--- src/svic_pkg.sv ---
// Shared types, constants and font table for the CHIP-8 instruction core.
`default_nettype none
package svic_pkg;
    localparam int MEM_BYTES   = 4096;
    localparam int STACK_DEPTH = 16;
    localparam int SCREEN_W    = 64;
    localparam int SCREEN_H    = 32;
    localparam int START_PC    = 512;
    localparam int ADDR_W      = 12;
    localparam int SCR_BYTES   = SCREEN_W / 8 * SCREEN_H;
    localparam int SCR_AW      = $clog2(SCR_BYTES);
    localparam logic [11:0] FONT_BASE = 12'h050;

    typedef enum logic [1:0] {
        OP_WRITE = 2'd0,
        OP_EXEC  = 2'd1,
        OP_READ  = 2'd2,
        OP_NOP   = 2'd3
    } op_t;

    typedef struct packed {
        logic [1:0]  op;
        logic [11:0] addr;
        logic [7:0]  wdata;
        logic [15:0] key_mask;
        logic [7:0]  rand_byte;
    } cmd_t;

    typedef struct packed {
        logic [7:0]  pixel_byte;
        logic [11:0] next_pc;
        logic [15:0] executed_opcode;
        logic [7:0]  flag_reg;
        logic        waiting_for_key;
        logic        screen_changed;
        logic        sound_on;
    } rsp_t;

    function automatic logic [7:0] font_byte(input logic [6:0] i);
        logic [7:0] g [0:79];
        g = '{8'hF0,8'h90,8'h90,8'h90,8'hF0,8'h20,8'h60,8'h20,8'h20,8'h70,
              8'hF0,8'h10,8'hF0,8'h80,8'hF0,8'hF0,8'h10,8'hF0,8'h10,8'hF0,
              8'h90,8'h90,8'hF0,8'h10,8'h10,8'hF0,8'h80,8'hF0,8'h10,8'hF0,
              8'hF0,8'h80,8'hF0,8'h90,8'hF0,8'hF0,8'h10,8'h20,8'h40,8'h40,
              8'hF0,8'h90,8'hF0,8'h90,8'hF0,8'hF0,8'h90,8'hF0,8'h10,8'hF0,
              8'hF0,8'h90,8'hF0,8'h90,8'h90,8'hE0,8'h90,8'hE0,8'h90,8'hE0,
              8'hF0,8'h80,8'h80,8'h80,8'hF0,8'hE0,8'h90,8'h90,8'h90,8'hE0,
              8'hF0,8'h80,8'hF0,8'h80,8'hF0,8'hF0,8'h80,8'hF0,8'h80,8'h80};
        if (i < 7'd80) return g[i];
        return 8'h00;
    endfunction
endpackage
`default_nettype wire

--- src/svic_front.sv ---
// Front end: two-word command queue.
`default_nettype none
module svic_front (
    input  wire logic           aclk,
    input  wire logic           aresetn,
    input  wire logic           in_valid,
    output logic                in_ready,
    input  wire svic_pkg::cmd_t in_cmd,
    output logic                q_valid,
    input  wire logic           q_ready,
    output svic_pkg::cmd_t      q_cmd
);
    import svic_pkg::*;

    cmd_t       buf_reg [0:1];
    logic [1:0] cnt_reg;
    logic       rd_reg;
    logic       wr_reg;

    assign in_ready = (cnt_reg != 2'd2);
    assign q_valid  = (cnt_reg != 2'd0);
    assign q_cmd    = buf_reg[rd_reg];

    always_ff @(posedge aclk) begin
        if (!aresetn) begin
            cnt_reg <= '0;
            rd_reg  <= 1'b0;
            wr_reg  <= 1'b0;
        end else begin
            if (in_valid && in_ready) begin
                buf_reg[wr_reg] <= in_cmd;
                wr_reg <= ~wr_reg;
            end
            if (q_valid && q_ready) begin
                rd_reg <= ~rd_reg;
            end
            cnt_reg <= cnt_reg + 2'(in_valid && in_ready) - 2'(q_valid && q_ready);
        end
    end
endmodule
`default_nettype wire

--- config.mk ---
export PLATFORM = sky130hd
export DESIGN_NAME = svic_front
export DESIGN_NICKNAME = d
export VERILOG_FILES = /design/src/svic_pkg.sv /design/src/svic_front.sv
export SDC_FILE = /design/constraint.sdc
export NUM_CORES = 1
export LEC_CHECK = 0
export BUFFER_PORTS_ARGS = -buffer_cell sky130_fd_sc_hd__clkbuf_2
export CORE_MARGIN = 8
export CORE_UTILIZATION = 52
export DETAILED_ROUTE_END_ITERATION = 8
export GPL_TIMING_DRIVEN = 0
export PLACE_DENSITY = 0.8
export RECOVER_POWER = 100
export SYNTH_ARGS = -nofsm -noshare
export SYNTH_HDL_FRONTEND = slang
export SYNTH_SLANG_ARGS = --single-unit
--- constraint.sdc ---
create_clock -name aclk -period 4 [get_ports aclk]
set_input_delay 0.2 -clock aclk [delete_from_list [all_inputs] [get_ports aclk]]
set_output_delay 0.2 -clock aclk [all_outputs]
set_load 0.05 [all_outputs]
* Word-level counts from Yosys, hierarchy flattened *
Memory sizes are Yosys's and may differ from the RTL's. A register that Yosys moved wholly into a read port is not among the register bits.
Cells that the tools add are included.

operators by class
  equality and inequality tests = 1
  reductions and logical operators = 3
  mux-type cells = 5
  bitwise logic cells = 2
  $add $sub $neg = 2

operator list
  operator                                     number
  1-bit 2-to-1 mux                             5
  2-bit by 1-bit adder with 2-bit output       1
  1-bit logical AND                            2
  2-bit != test (second input constant)        1
  1-bit NOT                                    2
  2-bit nonzero test                           1
  2-bit by 1-bit subtractor with 2-bit output  1

word-level totals
  bits in writable memories = 92
  output and inout bits = 48
  memories = 1
  input port bits = 50
  word-level logic and storage cells = 17
  register bits = 4

memory list
  memory   words  width  rd ports  clocked after memory_dff  write ports  line              text
  buf_reg  2      46     1         1                         1            svic_front.sv:15  cmd_t buf_reg [0:1];

* Logic depth before layout (Yosys ltp) *
  word-level depth = 5
  mapped depth = 9
  mapped depth without buffers = 9

* Worst setup path after synthesis *
OpenSTA, ideal clock, no wires.

  path kind = flip-flop to flip-flop
  from = register cnt_reg[0]
  to = memory buf_reg[0][0] (netlist bit), enable pin
  required time = 3550 ps
  period minus slack after synthesis = 3374 ps
  setup time = 450 ps
  slack = 626 ps
  cell stages (with the launch flop) = 4
  data arrival time = 2924 ps
  path through = dfxtp_1 nand2b_1 nand3_1 nor2_1

between the ends
  longest elaborated chain between the ends = 5

ends and longest elaborated chain
  element                                 line              text
  from (decl)                             svic_front.sv:16  logic [1:0] cnt_reg;
  from (signal assigned)                  svic_front.sv:37  cnt_reg <= cnt_reg + 2'(in_valid && in_ready) - 2'(q_valid && q_ready);
  2-bit != test                           svic_front.sv:20  assign in_ready = (cnt_reg != 2'd2);
  named net in_ready                      svic_front.sv:7   output logic in_ready,
  1-bit logical AND                       svic_front.sv:30  if (in_valid && in_ready) begin
  1-bit 2-to-1 mux                        svic_front.sv:30
  1-bit 2-to-1 mux                        svic_front.sv:25  if (!aresetn) begin
  1-bit 2-to-1 mux (implied by the code)  svic_front.sv:31  buf_reg[wr_reg] <= in_cmd;
  to (decl)                               svic_front.sv:15

The timed path passes the listed nets, and every way through them passes these cells.

* Worst setup path in the final report *
  from = register cnt_reg[0]
  to = memory buf_reg[0][21] (netlist bit), enable pin

between the ends
  longest elaborated chain between the ends = 5

ends and longest elaborated chain
  element                                 line
  2-bit != test                           svic_front.sv:20
  1-bit logical AND                       svic_front.sv:30
  1-bit 2-to-1 mux                        svic_front.sv:30
  1-bit 2-to-1 mux                        svic_front.sv:25
  1-bit 2-to-1 mux (implied by the code)  svic_front.sv:31

Every way passes these cells.

==> impl_metrics.env <==
export IMPL_ys_seq_elements=97
export IMPL_vias=1812
export IMPL_worst_endpoint_arrival_ps=2650
export IMPL_drc=0
export IMPL_coreArea_um2=7140
export IMPL_ioPinCount=98
export IMPL_yosys_top_cells_area="edfxtp_1 (74%), mux2_4 (16%), dfxtp_1 (2.7%), buf_12 (2.1%), mux2_2 (1.8%)"
export IMPL_area_growth_pct=19.3
export IMPL_fmax_mhz=372
export IMPL_hpwl_um=4600
export IMPL_die_area_um2=10200
export IMPL_ir_drop_v=0.000376
export IMPL_clock_latency_ps=350
export IMPL_hold_path_class="in2reg"
export IMPL_synth_top_cell_by_area="edfxtp_1"
export IMPL_largest_reg_flops=92
export IMPL_cp_required_ps=3960
export IMPL_cp_top_family="buffers and inverters"
export IMPL_grt_pass1_vias=1964
export IMPL_slowest_stage="clkbuf_1"
export IMPL_cts_repair_resized=0
export IMPL_end_kind="flop"
export IMPL_finalWirelength_um=6400
export IMPL_synth_area_per_cell_um2=22.4
export IMPL_report_final_slew_viol_count=0
export IMPL_ys_top_cells_by_count="edfxtp_1 (92), mux2_4 (40), mux2_2 (6)"
export IMPL_cts_made_buffers=9
export IMPL_drt_iter0_drc=30
export IMPL_fin_cells=382
export IMPL_cts_clk_slew_worst_paths_ps=90
export IMPL_placedCellCount=366
export IMPL_syn_nets=220
export IMPL_slew_headroom_pct=11.0
export IMPL_cts_tree="built"
export IMPL_setup_tns_ps=0
export IMPL_critPathMaxFanout=24
export IMPL_synth_most_common_cell="edfxtp_1"
export IMPL_fin_crit_sh_pct=67.3
export IMPL_start_util_pct=52.6
export IMPL_routedWlPerCell_um=16.8
export IMPL_finClkSkew_ps=12.2
export IMPL_htreeDepth=3
export IMPL_min_period_ps=2690
export IMPL_globalplace_congestion=0.680
export IMPL_critical_path_class="reg2reg"
export IMPL_antenna_left=0
export IMPL_overflow=0
export IMPL_synth_top_area_share_pct=73.5
export IMPL_dr_pass1_iters=4
export IMPL_synth_main_ff_cell="edfxtp_1"
export IMPL_p_leak_nw=1.55
export IMPL_synth_edf_count=92
export IMPL_power_w=0.00287
export IMPL_synthArstFlopShare_pct=0
export IMPL_final_core_util_pct=62.8
export IMPL_netlist_instances=168
export IMPL_path_buf_inv=1
export IMPL_status="finished, final reports clean"
export IMPL_avgViaCountPerCell=4.74
export IMPL_drive_gt1_share_pct=29.0
export IMPL_grt_max_degree=34
export IMPL_crit_chain="nand2b_1, nand3_1, nor2_4, clkbuf_1"
export IMPL_power_density_nw_per_um2=640
export IMPL_post_cts_buffers=0
export IMPL_tightest_slew_ps=1340
export IMPL_drv_cap=0
export IMPL_final_nets=330
export IMPL_synth_warnings=0
export IMPL_synth_seq_area_share_pct=76.2
export IMPL_setup_viol=0
export IMPL_rsz0062_at_grt="false"
export IMPL_synth_area_um2=3760
export IMPL_report_final_hold_viol_count=0
export IMPL_fp_row_count=31
export IMPL_antennaDiodeCount=0
export IMPL_cts_path_max_buffers=2
export IMPL_startpoint_type="flop"
export IMPL_gr_usage_all_layers_pct=12.9
export IMPL_grt_pass1_wl_um=9780
export IMPL_die_w_um=101
export IMPL_antenna_found_initial=0
export IMPL_holdBufCountCts=0
export IMPL_io_buffers=97
export IMPL_slowest_delay_ps=1040
export IMPL_ys_types=19
export IMPL_die_h_um=101
export IMPL_root_buffer="clkbuf_8"
export IMPL_holdWs_ps=36.2
export IMPL_clock_sinks=97
## where the power goes
group          internal, W  switching, W
Clock             0.000287      0.000311
Combinational     0.000341      0.000693
Sequential         0.00121     0.0000281
## worst reg2reg max path, delay by kind of cell (launching register included)
family        cells  cell delay, ps
simple gates      3             890
flops             1             370
buf+inv           1            1040
## per-stage QoR
step / instance area, um2 / setup slack (ps)
after CTS: 4600 / 2110
after floorplan: 3760 / 626
after detailed placement: 4420 / 2130
final: 4480 / 1310
after global placement: 4370 / 25.4
after global routing: 4480 / 1030
## worst paths after layout
path	startpoint	to	slack (ps)	cells past startpoint
max	cnt_reg[0]	buf_reg[0][21]	1310	4
min	in_cmd[15]	buf_reg[0][15]	40	1
max reg2reg	cnt_reg[0]	buf_reg[0][21]	1310	4
min reg2reg	wr_reg	wr_reg	550	2
## layout make-up
cell class	instances	area, um2
clock buffer	11	131
tap	99	124
timing repair buffer	99	407
inverter	2	7.51
clock inverter	5	56.3
sequential	97	2860
fill	589	2650
buffer	5	91.3
multi-input combinational	64	803
## layout by cell type, fill, tap and decap left out, types with 2 or more instances in the layout
cell        netlist  layout
clkbuf_1          0      85
dfxtp_1           5       5
ha_1              2       2
and2_0            0       3
buf_12            4       5
xnor2_1           3       3
inv_1             2       2
clkbuf_8          0       9
mux2_2            6       6
edfxtp_1         92      92
nor2b_1           2       2
clkbuf_2          0      15
mux2_4           40      40
clkinvlp_4        0       3
## layer usage
| layer | up-vias | share of wire, % | track usage (%) |
|---|---|---|---|
| met5 | - | 0 | 0 |
| met1 | 882 | 41 | 14.0 |
| met4 | 0 | 1.2 | 6.53 |
| met2 | 55 | 53 | 22.2 |
| met3 | 5 | 5.2 | 4.07 |
| li1 | 870 | - | - |
## logic make-up (layout without fill, tap and decap cells)
kind of cell | after synthesis | in the layout | share of synthesized area [%]
flops | 97 | 97 | 76.2
mux | 46 | 46 | 17.8
simple gates | 11 | 11 | 1.67
buf+inv | 7 | 122 | 2.63
xor+xnor | 3 | 3 | 0.699
fa+ha+maj | 2 | 2 | 0.666
compound gates | 2 | 2 | 0.366
Power figures use the tool's default switching activity.
